--- src/rtl/dsss_pkg.sv ---
// Shared types and constants for the decimal seven-segment scanner.
// No dependencies; the scan, digit, queue and top-level rtl files import this package.
package dsss_pkg;

  // Powers of ten used for digit counting and digit selection.
  localparam logic [31:0] POW10 [8] = '{
    32'd1, 32'd10, 32'd100, 32'd1000,
    32'd10000, 32'd100000, 32'd1000000, 32'd10000000
  };

  localparam logic [7:0] SLOT_TICKS_RESET = 8'd5;

  // Per-word tag that travels beside the quotient.
  typedef struct packed {
    logic [3:0] digit_enable;
    logic       pass_start;
  } dsss_tag_t;

  // One finished output word.
  typedef struct packed {
    logic [3:0] digit_enable;
    logic [6:0] segments_n;
    logic [3:0] digit_value;
    logic       pass_start;
  } dsss_result_t;

  // Active-low segments, bit0 = a .. bit6 = g; nine has no d segment.
  function automatic logic [6:0] seg_decode(input logic [3:0] d);
    logic [6:0] s;
    unique case (d)
      4'd0:    s = 7'h40;
      4'd1:    s = 7'h79;
      4'd2:    s = 7'h24;
      4'd3:    s = 7'h30;
      4'd4:    s = 7'h19;
      4'd5:    s = 7'h12;
      4'd6:    s = 7'h02;
      4'd7:    s = 7'h78;
      4'd8:    s = 7'h00;
      4'd9:    s = 7'h18;
      default: s = 7'h7F;
    endcase
    return s;
  endfunction

endpackage

--- src/rtl/dsss_scan.sv ---
// Scan sequencer: pass/slot/position state, digit count and quotient by 10^shift.
// Depends on dsss_pkg.
module dsss_scan import dsss_pkg::*; #(
  parameter int DIGIT_LINES = 4,
  parameter int SAMPLE_BITS = 12
) (
  input  logic                   clk,
  input  logic                   rst,
  input  logic                   en,
  input  logic                   in_valid,
  input  logic [11:0]            sample,
  input  logic [7:0]             slot_ticks,
  output logic                   q_valid,
  output logic [SAMPLE_BITS-1:0] quot,
  output dsss_tag_t              tag
);

  localparam int POS_W  = (DIGIT_LINES > 1) ? $clog2(DIGIT_LINES) : 1;
  localparam int CNT_W  = $clog2(DIGIT_LINES + 1);
  localparam int MUL_W  = SAMPLE_BITS + 1;
  localparam int PROD_W = 2 * SAMPLE_BITS + 1;

  // Reciprocal constants: v / 10^k == (v * Mul) >> Sh for every v below 2^SAMPLE_BITS.
  logic [MUL_W-1:0] mul_tab [8];
  logic [5:0]       sh_tab  [8];

  for (genvar k = 0; k < 8; k++) begin : g_recip
    localparam longint unsigned Div = 64'(POW10[k]);
    localparam int              Lg  = $clog2(Div);
    localparam int              Sh  = SAMPLE_BITS + Lg;
    localparam longint unsigned Mul = ((64'd1 << Sh) + Div - 64'd1) / Div;
    assign mul_tab[k] = MUL_W'(Mul);
    assign sh_tab[k]  = 6'(Sh);
  end

  logic [SAMPLE_BITS-1:0] shown_value;
  logic [CNT_W-1:0]       digit_count;
  logic [POS_W-1:0]       position;
  logic [7:0]             slot_counter;

  logic [SAMPLE_BITS-1:0] shown_value_next;
  logic [CNT_W-1:0]       digit_count_next;
  logic [POS_W-1:0]       position_next;
  logic [7:0]             slot_counter_next;

  logic                   pos_bad;
  logic [POS_W-1:0]       pos_cur;
  logic [7:0]             cnt_cur;
  logic                   start;
  logic [3:0]             total;
  logic [3:0]             total_cap;
  logic [3:0]             shift_raw;
  logic [2:0]             shift;
  logic [PROD_W-1:0]      prod;
  logic [7:0]             ticks;
  logic [7:0]             cnt_inc;
  logic                   slot_end;
  logic [CNT_W-1:0]       pos_inc;
  logic [7:0]             line;

  always_comb begin
    pos_bad = (digit_count == '0) || (digit_count > CNT_W'(DIGIT_LINES)) ||
              (CNT_W'(position) >= digit_count);
    pos_cur = pos_bad ? '0 : position;
    cnt_cur = pos_bad ? 8'd0 : slot_counter;
    start   = (pos_cur == '0) && (cnt_cur == 8'd0);

    shown_value_next = start ? SAMPLE_BITS'(sample) : shown_value;

    // full decimal length of the shown value
    total = 4'd1;
    for (int k = 1; k < 8; k++) begin
      if (32'(shown_value_next) >= POW10[k]) total = total + 4'd1;
    end
    total_cap = (total > 4'(DIGIT_LINES)) ? 4'(DIGIT_LINES) : total;
    digit_count_next = start ? CNT_W'(total_cap) : digit_count;

    // most significant digits first, left-justified
    shift_raw = total - 4'd1 - 4'(pos_cur);
    shift     = (shift_raw > 4'd7) ? 3'd0 : shift_raw[2:0];
    prod      = PROD_W'(shown_value_next) * PROD_W'(mul_tab[shift]);

    // slot timing; zero ticks behaves as one
    ticks    = (slot_ticks == 8'd0) ? 8'd1 : slot_ticks;
    cnt_inc  = cnt_cur + 8'd1;
    slot_end = (cnt_inc >= ticks) || (cnt_inc == 8'd0);
    pos_inc  = CNT_W'(pos_cur) + CNT_W'(1);
    if (slot_end) begin
      slot_counter_next = 8'd0;
      position_next     = (pos_inc >= digit_count_next) ? '0 : POS_W'(pos_inc);
    end else begin
      slot_counter_next = cnt_inc;
      position_next     = pos_cur;
    end

    line = 8'd1 << pos_cur;
  end

  always_ff @(posedge clk) begin
    if (rst) begin
      shown_value  <= '0;
      digit_count  <= CNT_W'(1);
      position     <= '0;
      slot_counter <= 8'd0;
      q_valid      <= 1'b0;
    end else if (en) begin
      q_valid <= in_valid;
      if (in_valid) begin
        shown_value  <= shown_value_next;
        digit_count  <= digit_count_next;
        position     <= position_next;
        slot_counter <= slot_counter_next;
      end
    end
  end

  always_ff @(posedge clk) begin
    if (en && in_valid) begin
      quot             <= SAMPLE_BITS'(prod >> sh_tab[shift]);
      tag.digit_enable <= line[3:0];
      tag.pass_start   <= start;
    end
  end

endmodule

--- src/rtl/dsss_digit.sv ---
// Digit stage: quotient mod 10 by reciprocal multiply, then segment decode.
// Depends on dsss_pkg.
module dsss_digit import dsss_pkg::*; #(
  parameter int SAMPLE_BITS = 12
) (
  input  logic [SAMPLE_BITS-1:0] quot,
  input  dsss_tag_t              tag,
  output dsss_result_t           result
);

  localparam int              PROD_W = 2 * SAMPLE_BITS + 1;
  localparam int              Sh10   = SAMPLE_BITS + 4;
  localparam longint unsigned Mul10  = ((64'd1 << Sh10) + 64'd9) / 64'd10;

  logic [PROD_W-1:0]      prod;
  logic [SAMPLE_BITS-1:0] q10;
  logic [SAMPLE_BITS-1:0] q10_x10;
  logic [3:0]             dv;

  always_comb begin
    prod    = PROD_W'(quot) * PROD_W'(Mul10);
    q10     = SAMPLE_BITS'(prod >> Sh10);
    q10_x10 = (q10 << 3) + (q10 << 1);
    dv      = 4'(quot - q10_x10);

    result.digit_enable = tag.digit_enable;
    result.segments_n   = seg_decode(dv);
    result.digit_value  = dv;
    result.pass_start   = tag.pass_start;
  end

endmodule

--- src/rtl/dsss_out_queue.sv ---
// Two-word output queue; decouples the result side from the pipeline.
// Depends on dsss_pkg.
module dsss_out_queue import dsss_pkg::*; (
  input  logic         clk,
  input  logic         rst,
  input  logic         push,
  input  dsss_result_t push_data,
  output logic         full,
  output logic         out_valid,
  input  logic         out_ready,
  output dsss_result_t pop_data
);

  dsss_result_t mem [2];
  logic [1:0]   count;
  logic         wr_ptr;
  logic         rd_ptr;
  logic         pop;

  assign pop       = out_valid && out_ready;
  assign full      = (count == 2'd2);
  assign out_valid = (count != 2'd0);
  assign pop_data  = mem[rd_ptr];

  always_ff @(posedge clk) begin
    if (rst) begin
      count  <= 2'd0;
      wr_ptr <= 1'b0;
      rd_ptr <= 1'b0;
    end else begin
      if (push) wr_ptr <= ~wr_ptr;
      if (pop)  rd_ptr <= ~rd_ptr;
      count <= count + 2'(push) - 2'(pop);
    end
  end

  always_ff @(posedge clk) begin
    if (push) mem[wr_ptr] <= push_data;
  end

endmodule

--- src/rtl/decimal_seven_segment_scanner_core.sv ---
// Top level of the multiplexed seven-segment decimal scanner.
// Depends on dsss_pkg, dsss_scan, dsss_digit, dsss_out_queue.
//
//  channel | signals                                        | dir | word
//  --------+------------------------------------------------+-----+---------------------
//  in      | in_valid, in_ready, sample                     | in  | one tick, one sample
//  out     | out_valid, out_ready, digit_enable, segments_n,| out | one lit digit
//          | digit_value, pass_start                        |     |
//  cfg     | cfg_valid, cfg_ready, cfg_data                 | in  | slot_ticks
//
// One input word per cycle while the queue is not full; each word passes the input
// register and the quotient register before its output word is written into the queue.
// Throughput is one word per cycle unless the queue is full; the next scan state is combinational.
// Reset (synchronous rst) clears the scan state to position 0, slot count 0, one digit,
// and slot_ticks to 5; the queue empties.
// A stalled output fills the two-word queue, then in_ready drops; in_ready depends only
// on queue fill, never combinationally on out_ready.
module decimal_seven_segment_scanner_core import dsss_pkg::*; #(
  parameter int DIGIT_LINES = 4,
  parameter int SAMPLE_BITS = 12
) (
  input  logic        clk,
  input  logic        rst,
  input  logic        in_valid,
  output logic        in_ready,
  input  logic [11:0] sample,
  output logic        out_valid,
  input  logic        out_ready,
  output logic [3:0]  digit_enable,
  output logic [6:0]  segments_n,
  output logic [3:0]  digit_value,
  output logic        pass_start,
  input  logic        cfg_valid,
  output logic        cfg_ready,
  input  logic [7:0]  cfg_data
);

  logic                   en;         // whole pipeline advances
  logic                   q_full;
  logic                   s1_valid;   // input register
  logic [11:0]            s1_sample;
  logic [7:0]             slot_ticks;
  logic                   q_valid;
  logic [SAMPLE_BITS-1:0] quot;
  dsss_tag_t              tag;
  dsss_result_t           result;
  dsss_result_t           head;

  assign en        = !q_full;
  assign in_ready  = en;
  assign cfg_ready = 1'b1;

  // config register; the user must write it only while idle, the block does not enforce it
  always_ff @(posedge clk) begin
    if (rst) begin
      slot_ticks <= SLOT_TICKS_RESET;
    end else if (cfg_valid && cfg_ready) begin
      slot_ticks <= cfg_data;
    end
  end

  // input register
  always_ff @(posedge clk) begin
    if (rst) begin
      s1_valid <= 1'b0;
    end else if (en) begin
      s1_valid <= in_valid;
    end
  end

  always_ff @(posedge clk) begin
    if (en && in_valid) s1_sample <= sample;
  end

  // scan state, digit count, and sample / 10^shift
  dsss_scan #(
    .DIGIT_LINES (DIGIT_LINES),
    .SAMPLE_BITS (SAMPLE_BITS)
  ) u_scan (
    .clk        (clk),
    .rst        (rst),
    .en         (en),
    .in_valid   (s1_valid),
    .sample     (s1_sample),
    .slot_ticks (slot_ticks),
    .q_valid    (q_valid),
    .quot       (quot),
    .tag        (tag)
  );

  // mod 10 and segment decode
  dsss_digit #(
    .SAMPLE_BITS (SAMPLE_BITS)
  ) u_digit (
    .quot   (quot),
    .tag    (tag),
    .result (result)
  );

  dsss_out_queue u_queue (
    .clk       (clk),
    .rst       (rst),
    .push      (en && q_valid),
    .push_data (result),
    .full      (q_full),
    .out_valid (out_valid),
    .out_ready (out_ready),
    .pop_data  (head)
  );

  assign digit_enable = head.digit_enable;
  assign segments_n   = head.segments_n;
  assign digit_value  = head.digit_value;
  assign pass_start   = head.pass_start;

endmodule

--- config.mk ---
export PLATFORM = sky130hd
export DESIGN_NAME = decimal_seven_segment_scanner_core
export DESIGN_NICKNAME = d
export VERILOG_FILES = /design/src/rtl/dsss_pkg.sv /design/src/rtl/dsss_scan.sv /design/src/rtl/dsss_digit.sv /design/src/rtl/dsss_out_queue.sv /design/src/rtl/decimal_seven_segment_scanner_core.sv
export SDC_FILE = /design/constraint.sdc
export NUM_CORES = 1
export LEC_CHECK = 0
export BUFFER_PORTS_ARGS = -buffer_cell sky130_fd_sc_hd__buf_2
export CAP_MARGIN = 30
export CORE_MARGIN = 2
export CORE_UTILIZATION = 40
export DETAILED_ROUTE_END_ITERATION = 8
export GPL_ROUTABILITY_DRIVEN = 0
export GPL_TIMING_DRIVEN = 0
export PLACE_DENSITY = 0.53
export SYNTH_ARGS = -nofsm -noshare
export SYNTH_HDL_FRONTEND = slang
export SYNTH_SLANG_ARGS = --single-unit
--- constraint.sdc ---
create_clock -name clk -period 14.1 [get_ports clk]
set_input_delay 4.23 -clock clk [delete_from_list [all_inputs] [get_ports clk]]
set_output_delay 4.23 -clock clk [all_outputs]
set_load 0.01 [all_outputs]
-- After elaboration in Yosys (flattened, before gate mapping)
Memory sizes are Yosys's and may differ from the RTL's. A register that Yosys moved wholly into a read port is not among the register bits.
Index checks and enable logic that the tools add are counted.
- flip-flop bits (word level): 68
- RAM bits: 32
- memory bits (read-only): 264
- output and inout port bits: 19
- memories: 4
- memory list (name ; words ; width ; rd ports ; clocked after Yosys merged registers in ; wr ports ; RTL line ; RTL):
    (name not given) ; 16 ; 7 ; 1 ; 0 ; 0 ; dsss_pkg.sv:30 ; unique case (d)
    (name not given) ; 8 ; 13 ; 1 ; 0 ; 0 ; dsss_scan.sv:81 ; prod = PROD_W'(shown_value_next) * PROD_W'(mul_tab[shift]);
    (name not given) ; 8 ; 6 ; 1 ; 0 ; 0 ; dsss_scan.sv:119 ; quot <= SAMPLE_BITS'(prod >> sh_tab[shift]);
    u_queue.mem ; 2 ; 16 ; 1 ; 1 ; 1 ; dsss_out_queue.sv:14 ; dsss_result_t mem [2];
- $add $sub $neg: 10
- multiply operators: 2
- order comparisons: 10
- equal/unequal tests: 1
- shift operators: 2
- mux-type cells: 21
- bitwise logic cells: 4
- reduce and logical (&&, ||, !) cells: 16
- operators by type and width (kind ; count):
    13-bit 2-to-1 mux ; 2
    12-bit by 13-bit multiplier with 25-bit output ; 1
    25-bit by 6-bit >> shifter with 12-bit output ; 1
    8-bit zero test ; 3
    8-bit 2-to-1 mux ; 3
    12-bit by 12-bit multiplier with 18-bit output (second input constant) ; 1
    12-bit by 10-bit greater-or-equal comparator with 1-bit output (second input constant) ; 1
    12-bit by 4-bit greater-or-equal comparator with 1-bit output (second input constant) ; 1
    12-bit by 7-bit greater-or-equal comparator with 1-bit output (second input constant) ; 1
    12-bit 2-to-1 mux ; 1
    6-bit 2-to-1 mux ; 2
    3-bit 2-to-1 mux ; 3
    8-bit by 1-bit adder with 8-bit output (second input constant) ; 1
    8-bit greater-or-equal comparator ; 1
    4-bit by 3-bit > comparator with 1-bit output (second input constant) ; 2
    2-bit 2-to-1 mux ; 4
    4-bit 2-to-1 mux ; 2
    2-bit by 1-bit adder with 3-bit output (second input constant) ; 2
    1-bit logical AND ; 5
    4-bit by 1-bit adder with 4-bit output (second input constant) ; 1
    4-bit adder ; 1
    4-bit greater-or-equal comparator (second input constant) ; 1
    1-bit 2-to-1 mux ; 4
    3-bit inverter with 4-bit output ; 1
    17 further kinds ; 21

-- Depth between registers and ports, before layout
Gate-level depths: netlist of the first run.
- depth in word-level cells: 23
- gate-level depth with buffers: 52

-- Hierarchy
Synthesis of the first run repeated with hierarchy kept, for this count alone.
- cells, all modules: 1481
- area total of the unflattened synthesis: 13634.3 um^2
- by module, submodules not included (module ; instances ; cells each ; area each (um^2)):
    dsss_scan ; 1 ; 1107 ; 9085.0
    dsss_digit ; 1 ; 255 ; 2388.5
    dsss_out_queue ; 1 ; 73 ; 1445.1
    decimal_seven_segment_scanner_core ; 1 ; 46 ; 715.7

-- Worst setup path after synthesis of the first run
Ideal clock, no wire load.
- kind: register -> register
- start: register u_scan.position[0]
- end: register u_scan.quot[8], data pin
- data arrival time: 11.383 ns
- slack: 2.456 ns
- cell stages (with the launch flop): 47
- buffers on the path: 4
- clock period less this slack: 11.644 ns
- path through: dfxtp_1 -> inv_1 -> ha_1 -> nand2b_1 -> a2111oi_4 -> nand2b_1 -> clkbuf_1 -> nand2_1 -> ha_1 -> nand4_1 -> o21a_2 -> inv_2 -> buf_2 -> clkbuf_1 -> mux2i_1 -> nand4_1 -> or3_1 -> ha_1 -> [11 not listed] -> fa_1 -> inv_1 -> fa_1 -> fa_1 -> fa_1 -> fa_1 -> inv_1 -> ha_1 -> and4_1 -> and2_0 -> a2111o_1 -> a31o_2 -> a221oi_1 -> xor2_1 -> mux2_4 -> o22ai_1 -> a211oi_1 -> o21ai_1
- longest elaborated chain between the ends: 22
- elaborated cells on any way between the ends: 29
- classes of those cells: add/sub (4); mul (1); order compare (5); shift (1); mux (11); bitwise (1); reduce/logical (4); memory (2)
- RTL lines (element ; RTL line ; RTL):
    start, declared ; dsss_scan.sv:38 ; logic [POS_W-1:0] position;
    start signal, assigned ; dsss_scan.sv:111 ; position <= position_next;
    2-bit by 3-bit greater-or-equal comparator with 1-bit output ; dsss_scan.sv:63 ; (CNT_W'(position) >= digit_count);
    1-bit logical OR ; dsss_scan.sv:62 ; pos_bad = (digit_count == '0) || (digit_count > CNT_W'(DIGIT_LINES)) ||
    8-bit 2-to-1 mux or 2-bit 2-to-1 mux (tied branches) ; dsss_scan.sv:65, dsss_scan.sv:64 ;
    8-bit zero test or 2-bit zero test (tied branches) ; dsss_scan.sv:66 ; start = (pos_cur == '0) && (cnt_cur == 8'd0);
    1-bit logical AND * ; dsss_scan.sv:66 ;
    net u_scan.start ; dsss_scan.sv:49 ; logic start;
    12-bit 2-to-1 mux * ; dsss_scan.sv:68 ; shown_value_next = start ? SAMPLE_BITS'(sample) : shown_value;
    12-bit by 4-bit greater-or-equal comparator with 1-bit output ; dsss_scan.sv:73 ; if (32'(shown_value_next) >= POW10[k]) total = total + 4'd1;
    [6 not listed] ; -- ;
    4-bit by 2-bit subtractor with 4-bit output ; dsss_scan.sv:79 ; shift_raw = total - 4'd1 - 4'(pos_cur);
    4-bit by 3-bit > comparator with 1-bit output ; dsss_scan.sv:80 ; shift = (shift_raw > 4'd7) ? 3'd0 : shift_raw[2:0];
    3-bit 2-to-1 mux ; dsss_scan.sv:80 ;
    3-bit inverter with 4-bit output (implied by the code) ; dsss_scan.sv:81, dsss_scan.sv:119 ;
    memory read 8 x 13 bit ; -- ;
    13-bit 2-to-1 mux (implied by the code) (2 in series) ; dsss_scan.sv:81 ;
    12-bit by 13-bit multiplier with 25-bit output ; dsss_scan.sv:81 ;
    25-bit by 6-bit >> shifter with 12-bit output * ; dsss_scan.sv:119 ;
    end signal, assigned ; dsss_scan.sv:119 ;
    end, declared ; dsss_scan.sv:14 ; output logic [SAMPLE_BITS-1:0] quot,
The timed path passes the listed nets; every way through them passes the cells marked *. The select of a mux whose other input is x is not followed.
A chain may end at the register's enable or synchronous reset.

-- Worst setup path in the final report of the first run
Ends and elaborated chain as after synthesis.

==> impl_results.md, run 1 <==
* Status: finished, final reports clean
* TritonCTS Sinks at just over 100
* First-pass GRT wire length at between 50,000 and 60,000 µm
* Die area at between 30,000 and 40,000 µm²
* Longest Clk Path Bufs at 2
* Crit Path Max Fanout at 10
* Count of cell types in the netlist at 85
* CTS tree: built
* Clock skew at roughly 0.011 ns
* Post-synthesis adder-cell area fraction at 0.3681
* Total track usage at 0.1917
* Syn Inst Count at approximately 1,400
* Final worst path period share at 0.9354
* GR Layer Usage met1 at 0.2595
* Crit start category: register
* Setup-failing EPs final at 0
* Worst-Margin Slew at about 0.98 ns
* RSZ-0062 raised after global routing: false
* DRC Markers at 0
* Global routing usage on met3 at 0.03084
* Finished Layout Cells at a little under 2,000
* Crit-path max cell delay at ~0.60 ns
* Avg Inst Size Synth at 9.329 µm²
* Num ports at 44
* Area leader, netlist: fa_1
* Seq/Total Area, Yosys at 0.1971
* Synth Area in XOR/XNOR at 0.02950
* Initial antenna violation count at 0
* Post-route setup TNS at 0 ns
* Share of layout cells above drive strength 1 at 0.09565
* Number of flops mapped to enable cells by yosys at between 60 and 70
* Post-synth top area share at 0.2173
* Worst hold slack at between 0.4 and 0.5 ns
* Maximum clock rate at 75.82 MHz
* Vias/cell at 5.234
* Top cells by area, synth: fa_1, ha_1, edfxtp_1
* Initial DRC Count at 587
* CTS H-tree depth at 3
* MaxCap Viol Count at 0
* HPWL Detailed at 27,190 µm
* Post-placement cell count at between 1,500 and 2,000
* Synthesis warning total at 0
* Antenna violation net count after detailed routing at 0
* Area after DPL at 14,150 µm²
* Critical path class: reg -> reg
* Largest family of logic cells by synthesized area: adder cells
* CP endpoint kind: register
* Die width at ~190 µm
* Clk_lat worst skew at 0.36 ns
* Root Driver: clkbuf_16
* Core area at ~33,000 µm²
* Largest net degree at the start of global routing at 27
* Design area at 14,520 µm²
* Die height at between 150 and 200 µm
* Crit path max-delay cell type: fa_1
* GR peak layer: met2
* Fin nets at between 1,500 and 2,000
* Arrival @ worst endpoint at ~13 ns
* PortBufs at 40
* Compound-Gate Fraction of Synth Area at 0.1310
* Number of global-route vias before repair at approximately 10,000
* Grt total ovfl at 0
* # rows at 66
* Met2 usage at 0.3228
* Worst rel slew slack at 0.3461
* Filler cell count at around 3,300
* Synth Area in Simple Gates at 0.1222
* Clk slew on worst S/H paths at roughly 0.07 ns
* Worst Path Required at 14.19 ns
* Hold Path Class: reg -> reg
* Netlist Area Pre-Place at 13,360 µm²
* Initial core utilization at 0.4085
* Post-Syn Nets at between 1,500 and 2,000
* Most frequent CP cell: fa_1
* Final Hold Viols at 0
* Cts bufs inserted at 9
* Antenna Cells at 0
* Ys async rst share at 0
* Routed via count at approximately 10,000
* Slew Viols, Final at 0
* Fin crit period at approximately 13 ns
* Yosys reg bits at 101
* Pre-Repair DR Iteration Count at 5
* Per-cell routed wire length at 16.90 µm
* Synthesis-to-layout area growth at 8.701%
* Post-synthesis mux area share at 0.06856
* Synth Flop Type: edfxtp_1
* Routed WL at between 30,000 and 40,000 µm
-- synthesized netlist by cell type (5+ instances only) --
cell type  instances
nor2b_1            5
and3_1             9
nand2b_1          20
a21o_1            11
buf_2              7
nand3_1           22
a211oi_1          28
o21ai_0           37
inv_1            226
fa_1             145
o21a_1             6
o22ai_1            7
ha_1             161
edfxtp_1          61
and2_1            16
nand4_1            5
xor2_1            18
nand2_1          111
mux2_2            21
nor3_1            13
mux2i_1           59
a21oi_1           54
a22oi_1            5
nor2_1           145
clkinv_1           5
o211ai_1          10
xnor2_1           27
dfxtp_1           40
clkbuf_1          31
o221ai_1           8
a2111oi_0          6
o31ai_1            8
-- path summary, 6_finish.rpt --
| path | cells after the start | from | slack (ns) | to |
|---|---|---|---|---|
| hold reg to reg | 0 | u_scan.tag[0] | 0.46 | u_queue.mem[1][0] |
| hold / removal | 0 | u_scan.tag[0] | 0.46 | u_queue.mem[1][0] |
| setup / recovery | 48 | u_scan.position[0] | 0.91 | u_scan.quot[8] |
| setup reg to reg | 48 | u_scan.position[0] | 0.91 | u_scan.quot[8] |
-- flip-flops by register name, summed over array words and instances, names as in the netlist, named ones only --
name / count
u_queue.wr_ptr: 1
u_scan.q_valid: 1
u_queue.rd_ptr: 1
slot_ticks: 8
u_scan.slot_counter: 8
s1_sample: 12
u_scan.digit_count: 3
u_scan.tag: 5
s1_valid: 1
u_scan.position: 2
u_queue.count: 2
u_scan.shown_value: 12
u_queue.mem: 32
u_scan.quot: 12
-- repair_timing --
| item | in CTS | in global routing |
|---|---|---|
| gates resized for setup | 0 | 21 |
| setup endpoints to repair | 0 | 12 |
| hold buffers | 0 | 0 |
| endpoints found under the hold margin | 0 | 0 |
| setup buffers | 0 | 2 |
-- metal layers --
layer	part of all wire	routed length (µm)
met5	0	0
met2	0.48	15670
met3	0.045	1468
met4	0.017	547
met1	0.46	15060
-- stage by stage --
stage	setup WS, ns	util
after floorplan	2.456	-
after global placement	-0.07958	0.4316
after detailed placement	0.03590	0.4326
after CTS	0.002837	0.4419
after global routing	0.1506	0.4441
final	0.9115	0.4441
-- layout by cell type, fill, tap and decap left out, types with 5 or more instances in the layout --
cell type  synthesis  final
a2111oi_0          6      5
a211oi_1          28     28
a21o_1            11     11
a21oi_1           54     52
a22oi_1            5      5
and2_1            16     16
and3_1             9      9
buf_2              7     49
buf_4              4      9
clkbuf_1          31     26
clkbuf_16          0     10
clkbuf_2           0      6
clkinv_1           5      5
dfxtp_1           40     40
edfxtp_1          61     61
fa_1             145    145
ha_1             161    160
inv_1            226    226
mux2_2            21     21
mux2i_1           59     56
nand2_1          111    111
nand2b_1          20     20
nand3_1           22     22
nand4_1            5      5
nor2_1           145    145
nor2b_1            5      5
nor3_1            13     13
o211ai_1          10     10
o21a_1             6      6
o21ai_0           37     37
o221ai_1           8      8
o22ai_1            7      7
o31ai_1            8      7
xnor2_1           27     27
xor2_1            18     18
-- area by class of cell --
type,instances,area (µm²),area share
well taps,442,553.0,0.03808
clock buffers,11,264.0,0.01818
clock inverters,5,40.04,0.002757
repair buffers,47,247.7,0.01706
multi-input cells,1049,9664,0.6655
plain buffers,49,245.2,0.01689
inverters,233,874.6,0.06023
flip-flops and latches,101,2633,0.1813
-- worst max-delay path: cells and delay by family, from the launching register on --
kind | cells | cell delay (ns)
xor gates and xnor gates | 2 | 0.48
AOI/OAI and AO/OA | 10 | 2.68
muxes | 2 | 0.50
adders and majority gates | 12 | 4.77
and+or+nand+nor | 9 | 1.82
DFF | 1 | 0.43
buffers and inverters | 13 | 2.26
-- cell families (layout without fill, tap and decap cells) --
group                      Yosys count  count (layout)
and+or+nand+nor                    368             368
adders and majority gates          306             306
buffers and inverters              282             345
AOI/OAI and AO/OA                  244             244
DFF                                101             101
muxes                               85              85
xor gates and xnor gates            45              45
other                                1               1
Power of run 1 is left out: the tool's default activity adds up to more than one toggle a clock period on the data nets, which glitch-free logic cannot reach.
==> run 2: changes to the inputs <==
- clock period: 14.1 -> 16.1 ns (I/O delays scaled with it)
==> run 2 against run 1 <==
Compared with the run above: non-clock buffer count decreased by 2; critical endpoint unchanged; clock-buffer cell count did not move; flip-flop and latch count unchanged; largest cell class unchanged; routed wire length decreased by 0.69%; worst hold slack hardly changed; global-route usage is the same; maximum frequency decreased by 6.5%; first-iteration DRC count is 3.7% higher; critical path depth fell by 2; setup slack better by 1.1 ns.
==> impl_results.md, run 2 (synthesis results as in run 1) <==
* MaxCap Viol Count at 0
* Most frequent cells in the layout: inv_1, ha_1, nor2_1, fa_1, nand2_1
* Worst-case hold path end point: u_queue.mem[1][0]
* Crit Path Max Fanout at 10
* Worst Path Required at approximately 16 ns
* HPWL Detailed at 27,190 µm
* Pre-Repair DR Iteration Count at 5
* Fin crit period at roughly 14 ns
* Final Hold Viols at 0
* Maximum clock rate at a little over 70 MHz
* Crit path max-delay cell type: mux2i_1
* Hold_sp: u_scan.tag[0]
* Antenna violation net count after detailed routing at 0
* Area after DPL at 14,150 µm²
* # rows at 66
* Hold Path Class: reg -> reg
* Crit-path max cell delay at 0.77 ns
* Post-CTS setup buffer count at 0
* Slew Viols, Final at 0
* Longest Clk Path Bufs at 2
* CTS tree: built
* Die area at about 35,000 µm²
* DRC Markers at 0
* Arrival @ worst endpoint at between 10 and 15 ns
* Total track usage at 0.1917
* Die width at between 150 and 200 µm
* Num ports at between 40 and 50
* Vias/cell at ~5.2
* Root Driver: clkbuf_16
* CP endpoint kind: register
* Synthesis-to-layout area growth at 8.167%
* Met2 usage at 0.3228
* CTS H-tree depth at 3
* First-pass GRT wire length at approximately 54,000 µm
* Setup-failing EPs final at 0
* Die height at roughly 190 µm
* Finished Layout Cells at around 1,900
* Clock skew at 0.01041 ns
* GR peak layer: met2
* PortBufs at 40
* Initial DRC Count at slightly above 600
* R2R depth at between 40 and 50
* Fin nets at between 1,500 and 2,000
* Routed via count at ~10,000
* WHS Path Cells at 0
* Reg2reg setup slack at 1.99 ns
* Clk slew on worst S/H paths at about 0.070 ns
* CTS Hold Bufs at 0
* Post-route setup TNS at 0 ns
* Worst r2r dst: u_scan.quot[8]
* Initial core utilization at 0.4085
* Number of global-route vias before repair at 10,370
* Core area at approximately 33,000 µm²
* TritonCTS Sinks at 101
* Initial antenna violation count at 0
* Design area at 14,450 µm²
* Worst rel slew slack at 0.3405
* Final worst path period share at 0.8764
* Crit start category: register
* Util after Layout at 0.4419
* CTS resizes at 0
* RSZ-0062 raised after global routing: false
* Antenna Cells at 0
* Routed WL at around 33,000 µm
* Max reg flops at 32
* Largest Register: u_queue.mem
* Grt total ovfl at 0
* Per-cell routed wire length at 16.80 µm
* Critical path class: reg -> reg
* Cts bufs inserted at 9
* Worst-Margin Slew at between 0.9 and 1 ns
* Worst r2r src: u_scan.position[0]
* Largest net degree at the start of global routing at 27
* Share of layout cells above drive strength 1 at 0.08439
* Post-placement cell count at around 1,900
* Status: finished, final reports clean
* Global routing usage on met3 at 0.03084
* GR Layer Usage met1 at 0.2595
* Commonest non-fill, non-tap cell in the layout: inv_1
* Clk_lat worst skew at roughly 0.35 ns
## run 2: changes by cell type in the layout (fill, tap and decap cells not counted), sizes merged
cell,before,now
clkbuf,43,42
buf,64,63
## run 2: metrics by stage
step                      hold WS, ns  worst slack [ns]
after global routing           0.4711             1.137
after detailed placement       0.4455             2.036
after floorplan                0.4215             4.456
final                          0.4627             1.990
after CTS                      0.4612             2.003
after global placement         0.4231             1.920
## run 2: critical path, delay by kind of cell (launching register included)
family | cells | cell delay (ns)
AO/OA/AOI/OAI | 11 | 3.55
XOR/XNOR | 2 | 0.59
adder cells (fa/ha/maj) | 12 | 4.84
buffers and inverters | 10 | 1.55
flip-flops | 1 | 0.43
multiplexers | 2 | 1.04
AND/OR/NAND/NOR | 9 | 1.84
## run 2: layer usage
layer	vias up	share of wire
li1	4943	-
met1	4932	0.46
met2	202	0.48
met3	37	0.042
met4	0	0.017
met5	-	0
## run 2: how the worst max path moves through the flow
stage	startpoint	to	slack, ns	cells after the start
floorplan	u_scan.position[0]	u_scan.quot[8]	4.46	46
global placement	u_scan.position[0]	u_scan.quot[8]	1.92	45
detailed placement	u_scan.position[0]	u_scan.quot[8]	2.04	46
CTS	u_scan.position[0]	u_scan.quot[8]	2.00	46
global route	u_scan.position[0]	u_scan.quot[3]	1.14	45
finish	u_scan.position[0]	u_scan.quot[8]	1.99	46
## run 2: cell type report
cell class	count	area, µm²
fill	3273	18250
multi-input combinational	1049	9614
sequential	101	2633
inverter	233	874.6
tap	442	553.0
clock buffer	11	264.0
buffer	49	239.0
timing repair buffer	45	232.7
clock inverter	5	40.04
Power of run 2 is left out for the same reason.
